### src/hw/rtl/lru_register_allocator_macros.svh
// Assertion macros for the register allocator.
// Each macro samples on clk and is disabled while rst_n is low.
`ifndef LRU_REGISTER_ALLOCATOR_MACROS_SVH
`define LRU_REGISTER_ALLOCATOR_MACROS_SVH

`ifndef SYNTHESIS

// Same-cycle implication
`define LRA_ASSERT_SAME(lbl, ante, cons) \
  lbl: assert property (@(posedge clk) disable iff (!rst_n) (ante) |-> (cons)) \
    else $error("allocator check failed");

// Next-cycle implication
`define LRA_ASSERT_NEXT(lbl, ante, cons) \
  lbl: assert property (@(posedge clk) disable iff (!rst_n) (ante) |=> (cons)) \
    else $error("allocator check failed");

`else

`define LRA_ASSERT_SAME(lbl, ante, cons)
`define LRA_ASSERT_NEXT(lbl, ante, cons)

`endif

`endif

### src/hw/rtl/lra_pkg.sv
package lra_pkg;

  // Widest index/rank and owner that the parameter ranges allow
  localparam int IDX_MAX_W   = 6;
  localparam int OWNER_MAX_W = 32;

  // Request codes
  typedef enum logic [1:0] {
    REQ_ALLOC = 2'd0,
    REQ_TEMP  = 2'd1,
    REQ_TOUCH = 2'd2,
    REQ_FREE  = 2'd3
  } lra_req_t;

  // Update broadcast to every cell
  typedef enum logic [1:0] {
    OP_NONE    = 2'd0,
    OP_RECENT  = 2'd1,
    OP_RELEASE = 2'd2
  } lra_op_t;

  // Search record carried down the chain, one cell per cycle
  typedef struct packed {
    logic                   vld;
    logic                   free_found;
    logic [IDX_MAX_W-1:0]   free_idx;
    logic                   vic_found;
    logic [IDX_MAX_W-1:0]   vic_idx;
    logic [IDX_MAX_W-1:0]   vic_rank;
    logic [OWNER_MAX_W-1:0] vic_owner;
    logic                   sel_busy;
    logic [IDX_MAX_W-1:0]   sel_rank;
  } lra_pkt_t;

  typedef struct packed {
    lra_op_t                op;
    logic [IDX_MAX_W-1:0]   idx;
    logic                   tgt_busy;
    logic [IDX_MAX_W-1:0]   tgt_rank;
    logic                   is_alloc;
    logic                   is_temp;
    logic [OWNER_MAX_W-1:0] owner;
  } lra_cmd_t;

endpackage

### src/hw/rtl/lra_cell.sv
module lra_cell #(
  parameter int NUM_REGS   = 16,
  parameter int OWNER_BITS = 16,
  parameter int IDX        = 0
) (
  input  logic              clk,
  input  logic              rst_n,
  input  logic [3:0]        req_idx,
  input  lra_pkg::lra_pkt_t pkt_i,
  input  lra_pkg::lra_cmd_t cmd_i,
  output lra_pkg::lra_pkt_t pkt_o
);
  import lra_pkg::*;

  localparam int RANKW = $clog2(NUM_REGS);
  localparam logic [IDX_MAX_W-1:0] MY_IDX = IDX_MAX_W'(IDX);

  logic                  busy_r, busy_nxt;
  logic                  temp_r, temp_nxt;
  logic [RANKW-1:0]      rank_r, rank_nxt;
  logic [OWNER_BITS-1:0] owner_r, owner_nxt;
  logic                  pkt_vld_r;
  lra_pkt_t              pkt_r, pkt_nxt;
  logic [IDX_MAX_W-1:0]  rank_ext;
  logic                  is_tgt;

  assign rank_ext = IDX_MAX_W'(rank_r);
  assign is_tgt   = (cmd_i.idx == MY_IDX);

  // Fold this register into the passing search record
  always_comb begin
    pkt_nxt = pkt_i;
    if (!busy_r && !pkt_i.free_found) begin
      pkt_nxt.free_found = 1'b1;
      pkt_nxt.free_idx   = MY_IDX;
    end
    // oldest non-temporary; lowest index wins ties
    if (busy_r && !temp_r && (!pkt_i.vic_found || rank_ext > pkt_i.vic_rank)) begin
      pkt_nxt.vic_found = 1'b1;
      pkt_nxt.vic_idx   = MY_IDX;
      pkt_nxt.vic_rank  = rank_ext;
      pkt_nxt.vic_owner = OWNER_MAX_W'(owner_r);
    end
    if (IDX_MAX_W'(req_idx) == MY_IDX) begin
      pkt_nxt.sel_busy = busy_r;
      pkt_nxt.sel_rank = rank_ext;
    end
  end

  always_ff @(posedge clk) begin
    if (!rst_n) begin
      pkt_vld_r <= 1'b0;
    end else begin
      pkt_vld_r <= pkt_i.vld;
    end
  end

  always_ff @(posedge clk) begin
    pkt_r <= pkt_nxt;
  end

  always_comb begin
    pkt_o     = pkt_r;
    pkt_o.vld = pkt_vld_r;
  end

  // Apply the broadcast update
  always_comb begin
    busy_nxt  = busy_r;
    temp_nxt  = temp_r;
    rank_nxt  = rank_r;
    owner_nxt = owner_r;
    case (cmd_i.op)
      OP_RECENT: begin
        if (is_tgt) begin
          busy_nxt = 1'b1;
          rank_nxt = '0;
          if (cmd_i.is_alloc) begin
            temp_nxt = cmd_i.is_temp;
            if (!cmd_i.is_temp) begin
              owner_nxt = cmd_i.owner[OWNER_BITS-1:0];
            end
          end
        end else if (busy_r && (!cmd_i.tgt_busy || rank_ext < cmd_i.tgt_rank)) begin
          rank_nxt = rank_r + 1'b1;
        end
      end
      OP_RELEASE: begin
        if (cmd_i.tgt_busy) begin
          if (is_tgt) begin
            busy_nxt = 1'b0;
            temp_nxt = 1'b0;
            rank_nxt = '0;
          end else if (busy_r && rank_ext > cmd_i.tgt_rank) begin
            rank_nxt = rank_r - 1'b1;
          end
        end
      end
      default: begin
      end
    endcase
  end

  always_ff @(posedge clk) begin
    if (!rst_n) begin
      busy_r <= 1'b0;
      temp_r <= 1'b0;
      rank_r <= '0;
    end else begin
      busy_r <= busy_nxt;
      temp_r <= temp_nxt;
      rank_r <= rank_nxt;
    end
  end

  // owner table entry: no reset, read only after an owner grant
  always_ff @(posedge clk) begin
    owner_r <= owner_nxt;
  end

endmodule

### src/hw/rtl/lru_register_allocator.sv
// Channel  Dir  Handshake          Payload
// -------  ---  -----------------  -----------------------------------------------
// cfg      in   cfg_wr_en          cfg_wr_data (frame base, reloads spill pointer)
// in       in   in_valid/in_stall  in_req_type, in_owner_id, in_reg_index
// out      out  out_valid/out_stall out_granted_reg, out_spilled, out_spilled_owner,
//                                  out_spill_offset, out_status
//
// One request at a time: a search record walks the chain of NUM_REGS cells,
// one cell per cycle, and in_stall holds off the next request until the
// previous one has committed its update.
// Reset (rst_n low, synchronous) frees every register and zeroes the spill pointer.
// A stalled result holds the update; a new request may transfer in while
// the previous result still waits on out_stall.
`include "lru_register_allocator_macros.svh"

module lru_register_allocator #(
  parameter int NUM_REGS   = 16,
  parameter int OWNER_BITS = 16
) (
  input  logic        clk,
  input  logic        rst_n,
  input  logic        cfg_wr_en,
  input  logic [15:0] cfg_wr_data,
  input  logic        in_valid,
  output logic        in_stall,
  input  logic [1:0]  in_req_type,
  input  logic [15:0] in_owner_id,
  input  logic [3:0]  in_reg_index,
  output logic        out_valid,
  input  logic        out_stall,
  output logic [3:0]  out_granted_reg,
  output logic        out_spilled,
  output logic [15:0] out_spilled_owner,
  output logic [15:0] out_spill_offset,
  output logic        out_status
);
  import lra_pkg::*;

  typedef enum logic [2:0] {
    ST_IDLE   = 3'b001,
    ST_SCAN   = 3'b010,
    ST_COMMIT = 3'b100
  } lra_state_t;

  lra_state_t            state_r, state_nxt;
  lra_req_t              req_r;
  logic [OWNER_BITS-1:0] owner_r;
  logic [3:0]            idx_r;
  logic                  launch_r;
  logic [15:0]           next_off_r, next_off_nxt;
  lra_pkt_t              fin_r;
  lra_pkt_t              chain [NUM_REGS+1];
  lra_cmd_t              cmd;
  logic                  in_xfer, commit;

  logic                  out_valid_r;
  logic [3:0]            granted_r, granted_nxt;
  logic                  spilled_r, spilled_nxt;
  logic [15:0]           sp_owner_r, sp_owner_nxt;
  logic [15:0]           sp_off_r, sp_off_nxt;
  logic                  status_r, status_nxt;

  assign in_stall = (state_r != ST_IDLE);
  assign in_xfer  = in_valid && !in_stall;
  assign commit   = (state_r == ST_COMMIT) && (!out_valid_r || !out_stall);

  // Search record entering the first cell
  always_comb begin
    chain[0]     = '0;
    chain[0].vld = launch_r;
  end

  // Cell chain
  for (genvar g = 0; g < NUM_REGS; g++) begin : g_cell
    lra_cell #(
      .NUM_REGS  (NUM_REGS),
      .OWNER_BITS(OWNER_BITS),
      .IDX       (g)
    ) u_cell (
      .clk    (clk),
      .rst_n  (rst_n),
      .req_idx(idx_r),
      .pkt_i  (chain[g]),
      .cmd_i  (cmd),
      .pkt_o  (chain[g+1])
    );
  end

  // Control sequence
  always_comb begin
    state_nxt = state_r;
    case (state_r)
      ST_IDLE:   if (in_xfer) state_nxt = ST_SCAN;
      ST_SCAN:   if (chain[NUM_REGS].vld) state_nxt = ST_COMMIT;
      ST_COMMIT: if (commit) state_nxt = ST_IDLE;
      default:   state_nxt = ST_IDLE;
    endcase
  end

  always_ff @(posedge clk) begin
    if (!rst_n) begin
      state_r  <= ST_IDLE;
      launch_r <= 1'b0;
    end else begin
      state_r  <= state_nxt;
      launch_r <= in_xfer;
    end
  end

  // Request and search result capture
  always_ff @(posedge clk) begin
    if (in_xfer) begin
      req_r   <= lra_req_t'(in_req_type);
      owner_r <= OWNER_BITS'(in_owner_id);
      idx_r   <= in_reg_index;
    end
    if (chain[NUM_REGS].vld) begin
      fin_r <= chain[NUM_REGS];
    end
  end

  // Decide the update and the result
  always_comb begin
    cmd          = '0;
    cmd.op       = OP_NONE;
    cmd.owner    = OWNER_MAX_W'(owner_r);
    cmd.is_temp  = (req_r == REQ_TEMP);
    next_off_nxt = next_off_r;
    granted_nxt  = idx_r;
    spilled_nxt  = 1'b0;
    sp_owner_nxt = '0;
    sp_off_nxt   = '0;
    status_nxt   = 1'b0;
    case (req_r)
      REQ_ALLOC, REQ_TEMP: begin
        cmd.is_alloc = 1'b1;
        if (fin_r.free_found) begin
          cmd.op      = OP_RECENT;
          cmd.idx     = fin_r.free_idx;
          granted_nxt = fin_r.free_idx[3:0];
        end else if (fin_r.vic_found) begin
          // evict: busy registers younger than the victim age by one
          cmd.op       = OP_RECENT;
          cmd.idx      = fin_r.vic_idx;
          cmd.tgt_busy = 1'b1;
          cmd.tgt_rank = fin_r.vic_rank;
          granted_nxt  = fin_r.vic_idx[3:0];
          spilled_nxt  = 1'b1;
          sp_owner_nxt = fin_r.vic_owner[15:0];
          sp_off_nxt   = next_off_r;
          next_off_nxt = next_off_r + 16'd4;
        end else begin
          status_nxt = 1'b1;
        end
      end
      REQ_TOUCH: begin
        if (fin_r.sel_busy) begin
          cmd.op       = OP_RECENT;
          cmd.idx      = IDX_MAX_W'(idx_r);
          cmd.tgt_busy = 1'b1;
          cmd.tgt_rank = fin_r.sel_rank;
        end
      end
      REQ_FREE: begin
        if (fin_r.sel_busy) begin
          cmd.op       = OP_RELEASE;
          cmd.idx      = IDX_MAX_W'(idx_r);
          cmd.tgt_busy = 1'b1;
          cmd.tgt_rank = fin_r.sel_rank;
        end
      end
      default: begin
      end
    endcase
    // only the commit cycle touches the cells
    if (!commit) begin
      cmd.op       = OP_NONE;
      next_off_nxt = next_off_r;
    end
  end

  // Spill pointer
  always_ff @(posedge clk) begin
    if (!rst_n) begin
      next_off_r <= '0;
    end else if (cfg_wr_en) begin
      next_off_r <= cfg_wr_data;
    end else begin
      next_off_r <= next_off_nxt;
    end
  end

  // Output register
  always_ff @(posedge clk) begin
    if (!rst_n) begin
      out_valid_r <= 1'b0;
    end else if (commit) begin
      out_valid_r <= 1'b1;
    end else if (!out_stall) begin
      out_valid_r <= 1'b0;
    end
  end

  always_ff @(posedge clk) begin
    if (commit) begin
      granted_r  <= granted_nxt;
      spilled_r  <= spilled_nxt;
      sp_owner_r <= sp_owner_nxt;
      sp_off_r   <= sp_off_nxt;
      status_r   <= status_nxt;
    end
  end

  assign out_valid         = out_valid_r;
  assign out_granted_reg   = granted_r;
  assign out_spilled       = spilled_r;
  assign out_spilled_owner = sp_owner_r;
  assign out_spill_offset  = sp_off_r;
  assign out_status        = status_r;

  // Checks
  `LRA_ASSERT_SAME(a_chain_end_in_scan, chain[NUM_REGS].vld, state_r == ST_SCAN)
  `LRA_ASSERT_NEXT(a_commit_shows_result, commit, out_valid_r)
  `LRA_ASSERT_NEXT(a_spill_advances, commit && spilled_nxt && !cfg_wr_en, next_off_r == 16'($past(next_off_r) + 16'd4))
  `LRA_ASSERT_SAME(a_no_launch_when_idle, launch_r, state_r == ST_SCAN)

endmodule

### config.mk
export PLATFORM = sky130hd
export DESIGN_NAME = lru_register_allocator
export DESIGN_NICKNAME = d
export VERILOG_FILES = /design/src/hw/rtl/lra_pkg.sv /design/src/hw/rtl/lra_cell.sv /design/src/hw/rtl/lru_register_allocator.sv
export VERILOG_INCLUDE_DIRS = /design/src /design/src/hw/rtl
export SDC_FILE = /design/constraint.sdc
export NUM_CORES = 1
export LEC_CHECK = 0
export BUFFER_PORTS_ARGS = -buffer_cell sky130_fd_sc_hd__buf_2
export CAP_MARGIN = 10
export CORE_ASPECT_RATIO = 2
export CORE_MARGIN = 3
export CORE_UTILIZATION = 32
export CTS_CLUSTER_DIAMETER = 150
export DETAILED_ROUTE_END_ITERATION = 12
export HOLD_SLACK_MARGIN = 0.08
export PLACE_DENSITY = 0.57
export SLEW_MARGIN = 25
export SYNTH_ARGS = -nofsm -noshare
export SYNTH_HDL_FRONTEND = slang
export SYNTH_SLANG_ARGS = --single-unit
### constraint.sdc
create_clock -name clk -period 14.5 [get_ports clk]
set_clock_uncertainty 0.15 [all_clocks]
set_input_delay 1.45 -clock clk [delete_from_list [all_inputs] [get_ports clk]]
set_output_delay 1.45 -clock clk [all_outputs]
set_load 0.01 [all_outputs]
==> flow_metrics.tcl, run 1 <==
set metrics [dict create \
    status "complete, no violations" \
    synth_flop_cell "dfxtp_1" \
    critPathRequiredTime_ns 14.96 \
    grt_antenna_before_repair 1 \
    chipWidth_um 250 \
    yosysUniqueCellTypes 87 \
    worstSetupStartpoint "fin_r[58]" \
    ctsLongestPathBuffers 3 \
    clock_latency_ns 0.72 \
    leakage_uw 0.0165 \
    holdBufCountCts 0 \
    final_cells 4671 \
    cts_root_buf "clkbuf_16" \
    worstHoldPathCells 0 \
    worstPathArrival_ns 5.08 \
    cts_tree "built" \
    place_congestion 0.898 \
    largest_reg_flops 530 \
    grt_max_degree 64 \
    cts-resized-gates 0 \
    reg2reg_depth 12 \
    cts.clk_slew.worst_paths_ns 0.07 \
    dpl_cell_area_um2 40400 \
    fin_tns_setup_ns 0 \
    path_class "flop to flop" \
    synth-compound-area-share_pct 7.52 \
    port_buffers 82 \
    dieHeight_um 494 \
    syn-instance-count 2965 \
    area_growth_pct 14.3 \
    rsz0062_at_grt "false" \
    report.final.setup_viol 0 \
    async_flop_share_pct 0 \
    synth_top_area_share_pct 34.8 \
    wl_mm 101 \
    drv_cap 0 \
    dr.pass1.iters 5 \
    syn_area_per_cell_um2 12.8 \
    num_rows 178 \
    synth_top_family_by_area "multiplexers" \
    drc_errors 0 \
    synth-simple-area-share_pct 10.2 \
    dieArea_um2 123000 \
    grt_pass1_wl_mm 151 \
    drt-initial-drc-count 1313 \
    grt-ovfl-total 0 \
    cts_setup_buffers 0 \
    synth-seq-area-share_pct 62.5 \
    grtUsageTotal_pct 16.3 \
    path_max_fanout 37 \
    path_depth 12 \
    min_period_ns 4.62 \
    cp-start-kind "flop" \
    ys_ff_latch 1014 \
    cp_num_buf_inv 2 \
    yosys_warnings 0 \
    synthTopCellsByArea "dfxtp_1 35%, edfxtp_1 28%, mux2_2 10%" \
    synth.largest_area_cell "dfxtp_1" \
    hold_path.class "flop to flop" \
    final_layout_size_suffix_gt1_share_pct 23.0 \
    crit_path_end_kind "flop" \
    critPathMaxStageDelay_ns 0.63 \
    place_inst 4495 \
    via_per_inst 4.98 \
    p_per_area_nw_per_um2 127 \
    clkSinkCount 1014 \
    routedWlPerCell_um 21.7 \
    min_period_over_period_pct 31.8 \
    final_area_um2 43500 \
    initial_core_util_pct 32.3 \
    layout_common_cells "662 x dfxtp_1, 351 x edfxtp_1, 340 x mux2_2" \
    synth_edf_count 351 \
    grt_pass1_vias 24100 \
    hold_start "g_cell[15].u_cell.pkt_o[54]" \
    synth_xor_area_share_pct 1.31 \
    antenna_left 0 \
    final_nets 3228 \
    max_freq_ghz 0.217 \
    htree_num_levels 3 \
    crit_family "simple AND/OR/NAND/NOR gates" \
    syn_area_um2 38100 \
    hpwlAfterDp_mm 71.4 \
    num_vias 23300 \
    yosys.area_share.adder_pct 4.24 \
    syn_nets 3133 \
    worstPathCellList "or3b_1 > inv_2 > a22oi_1 > buf_4 > ha_1 > nand2_1 > nor2_1 > a2bb2o_1 > or4_1 > a32oi_1 > nor4b_1 > o31a_1" \
    final_common_cell "dfxtp_1" \
    cts_buffers 93 \
    finalHoldViolCount 0 \
    irDropWorstVdd_mv 0.100 \
    coreArea_um2 118000 \
    synthMuxAreaShare_pct 11.7 \
    worst_path_max_delay_cell "edfxtp_1" \
    r2r_start "fin_r[58]" \
    slew_violations 0 \
    io_pins 83 \
    maxSlewHeadroom_pct 29.2 \
    tightestPinTransition_ns 1.05 \
]
==> metal layers <==
metal  share of wire (%)  track usage, %  vias to the layer above
met5                   0               0                        -
met4                 6.3            10.0                        0
met3                 3.8            2.38                      261
met2                  56            32.1                      585
met1                  34            15.6                    11500
li1                    -               -                    10900
==> synth_stat cells, types with 61 or more instances <==
library cell  number
dfxtp_1          663
o21ai_0           89
nand2b_1          66
clkbuf_1         105
ha_1             125
mux2i_1           61
and2_1            76
nand2_1          111
inv_1            101
edfxtp_1         351
nor2_1           105
a21oi_1          115
mux2_2           340
==> per-stage QoR <==
stage	hold WS [ns]	utilization [%]	total power, uW	setup slack (ns)
floorplan	0.228	-	3070	8.25
global placement	0.236	34.3	3130	9.97
detailed placement	0.239	34.3	3130	9.91
CTS	0.234	37.0	5620	9.89
global route	0.246	37.0	5730	9.59
finish	0.231	37.0	5550	9.88
==> final cells by class <==
type,instances,area [um2]
tap,1530,1910
inverter,104,392
timing repair buffer,135,808
clock buffer,133,2710
antenna,1,2.50
fill,11400,74300
clock inverter,42,445
sequential,1014,23800
multi-input combinational,1712,13500
==> worst paths after layout <==
check	to	slack, ns
worst min register to register	fin_r[54]	0.23
worst max-delay path	g_cell[11].u_cell.rank_r[2]	9.88
worst min-delay path	fin_r[54]	0.23
worst max register to register	g_cell[11].u_cell.rank_r[2]	9.88
==> where the power goes <==
group | total, uW | switching (uW) | internal, uW | leakage (uW)
clock network | 2480 | 1110 | 1370 | 0.00154
registers | 2980 | 29.4 | 2950 | 0.00859
logic | 89.2 | 60.7 | 28.5 | 0.00635
total | 5550 | 1200 | 4350 | 0.0165
==> cell families after synthesis <==
logic type / count (synthesis)
and+or+nand+nor: 697
adders and majority gates: 130
DFF: 1014
xor gates and xnor gates: 57
AOI/OAI and AO/OA: 427
buffers and inverters: 239
muxes: 401
Power figures use the tool's default switching activity.
==> run 2: changes to the inputs <==
--- a/config.mk
+++ b/config.mk
@@ -14,7 +14,7 @@
 export CTS_CLUSTER_DIAMETER = 150
 export DETAILED_ROUTE_END_ITERATION = 12
 export HOLD_SLACK_MARGIN = 0.08
-export PLACE_DENSITY = 0.57
+export PLACE_DENSITY = 0.59
 export SLEW_MARGIN = 25
 export SYNTH_ARGS = -nofsm -noshare
 export SYNTH_HDL_FRONTEND = slang
==> constraint.sdc (replaced) <==
create_clock -name clk -period 3.9 [get_ports clk]
set_clock_uncertainty 0.15 [all_clocks]
set_input_delay 0.39 -clock clk [delete_from_list [all_inputs] [get_ports clk]]
set_output_delay 0.39 -clock clk [all_outputs]
set_load 0.01 [all_outputs]
==> flow_metrics.tcl, run 2 (synthesis gave the netlist of run 1 again) <==
set metrics [dict create \
    status "complete, no violations" \
    grt_pass1_wl_mm 154 \
    area_growth_pct 16.8 \
    coreArea_um2 118000 \
    place_congestion 0.956 \
    ctsLongestPathBuffers 3 \
    hpwlAfterDp_mm 74.2 \
    regArea_um2 23800 \
    port_buffers 82 \
    clock_latency_ns 0.72 \
    final_common_cell "dfxtp_1" \
    tightestPinTransition_ns 0.955 \
    dieArea_um2 123000 \
    num_vias 23900 \
    final_cells 4765 \
    htree_num_levels 3 \
    drv_cap 0 \
    fin_tns_setup_ns 0 \
    largest_reg_flops 530 \
    wl_mm 104 \
    io_pins 83 \
    slew_violations 0 \
    grtUsageTotal_pct 16.6 \
    grt_max_degree 63 \
    dr.pass1.iters 7 \
    worstPathArrival_ns 4.05 \
    hold_path.class "input pin to flop" \
    cts_buffers 89 \
    maxSlewHeadroom_pct 36.3 \
    leakage_uw 0.0169 \
    antenna_left 0 \
    cp-start-kind "flop" \
    cts.clk_slew.worst_paths_ns 0.06 \
    dp_slack_ns 0.436 \
    finalHoldViolCount 0 \
    holdWs_ns 0.129 \
    grt_antenna_before_repair 3 \
    via_per_inst 5.01 \
    finalWorstSetupSlack_ns 0.296 \
    fill_cells 11200 \
    crit_path_end_kind "flop" \
    cts_setup_buffers 0 \
    cts_root_buf "clkbuf_16" \
    final_layout_size_suffix_gt1_share_pct 23.7 \
    p_per_area_nw_per_um2 470 \
    path_max_fanout 45 \
    place_inst 4541 \
    routedWlPerCell_um 21.8 \
    path_class "flop to flop" \
    rsz0062_at_grt "false" \
    drt-initial-drc-count 1325 \
    min_period_ns 3.60 \
    finish.utilization_pct 37.8 \
    report.final.setup_viol 0 \
    irDropWorstVdd_mv 0.415 \
    num_rows 178 \
    critPathRequiredTime_ns 4.35 \
    min_period_over_period_pct 92.4 \
    grt-ovfl-total 0 \
    drc_errors 0 \
    dieHeight_um 494 \
    layout_common_cells "662 x dfxtp_1, 351 x edfxtp_1, 340 x mux2_2" \
    chipWidth_um 250 \
    initial_core_util_pct 32.3 \
    max_freq_ghz 0.277 \
    multiInputGateArea_um2 13400 \
    grt_pass1_vias 24400 \
    final_nets 3324 \
    reg2reg_slack_ns 0.30 \
    cts_tree "built" \
    clkSinkCount 1014 \
]
run 2: metal layers:
metal	part of all wire (%)	up-vias	global-route usage (%)
li1	-	11100	-
met1	34	11800	15.9
met2	55	626	32.1
met3	3.2	308	2.07
met4	8.0	0	12.3
met5	0	-	0
run 2: layout make-up:
| class | count | share of cell area (%) |
|---|---|---|
| flip-flops and latches | 1014 | 53.5 |
| multi-input cells | 1712 | 30.2 |
| clock buffers | 123 | 5.82 |
| well taps | 1530 | 4.30 |
| repair buffers | 235 | 3.89 |
| clock inverters | 44 | 1.37 |
| inverters | 104 | 0.880 |
| diodes | 3 | 0.0169 |
run 2: final timing paths:
path                                end                       start  cells past startpoint
max          g_cell[9].u_cell.rank_r[1]                    req_r[1]                      8
min                      next_off_r[15]                   cfg_wr_en                      3
max reg2reg  g_cell[9].u_cell.rank_r[1]                    req_r[1]                      8
min reg2reg                    fin_r[7]  g_cell[15].u_cell.pkt_o[7]                      0
run 2: timing repair:
| action | 4_1_cts | 5_1_grt |
|---|---|---|
| hold endpoints to repair | 42 | 0 |
| resized for setup | 0 | 0 |
| endpoints found under the setup margin | 0 | 0 |
| hold buffers | 54 | 0 |
run 2: critical path: stages, from the launching register on:
cell and delay [ns]:
edfxtp_1 0.40, buf_4 0.28, nor3_1 0.66, or4_4 0.65, nor2_1 0.09, a221oi_1 0.37, nand3_1 0.21, or4_1 0.50
a21oi_1 0.14
run 2: power by group:
| group | internal (uW) | total, uW | switching, uW |
|---|---|---|---|
| clock network | 5390 | 9470 | 4080 |
| registers | 11000 | 11000 | 97.2 |
| logic | 155 | 397 | 242 |
| total | 16500 | 20900 | 4420 |
run 2: per-stage QoR:
stage	cell area, um2	total power [uW]
floorplan	38100	11400
CTS	44500	21100
global route	44500	21500
global placement	40700	11600
finish	44500	20900
detailed placement	40700	11600
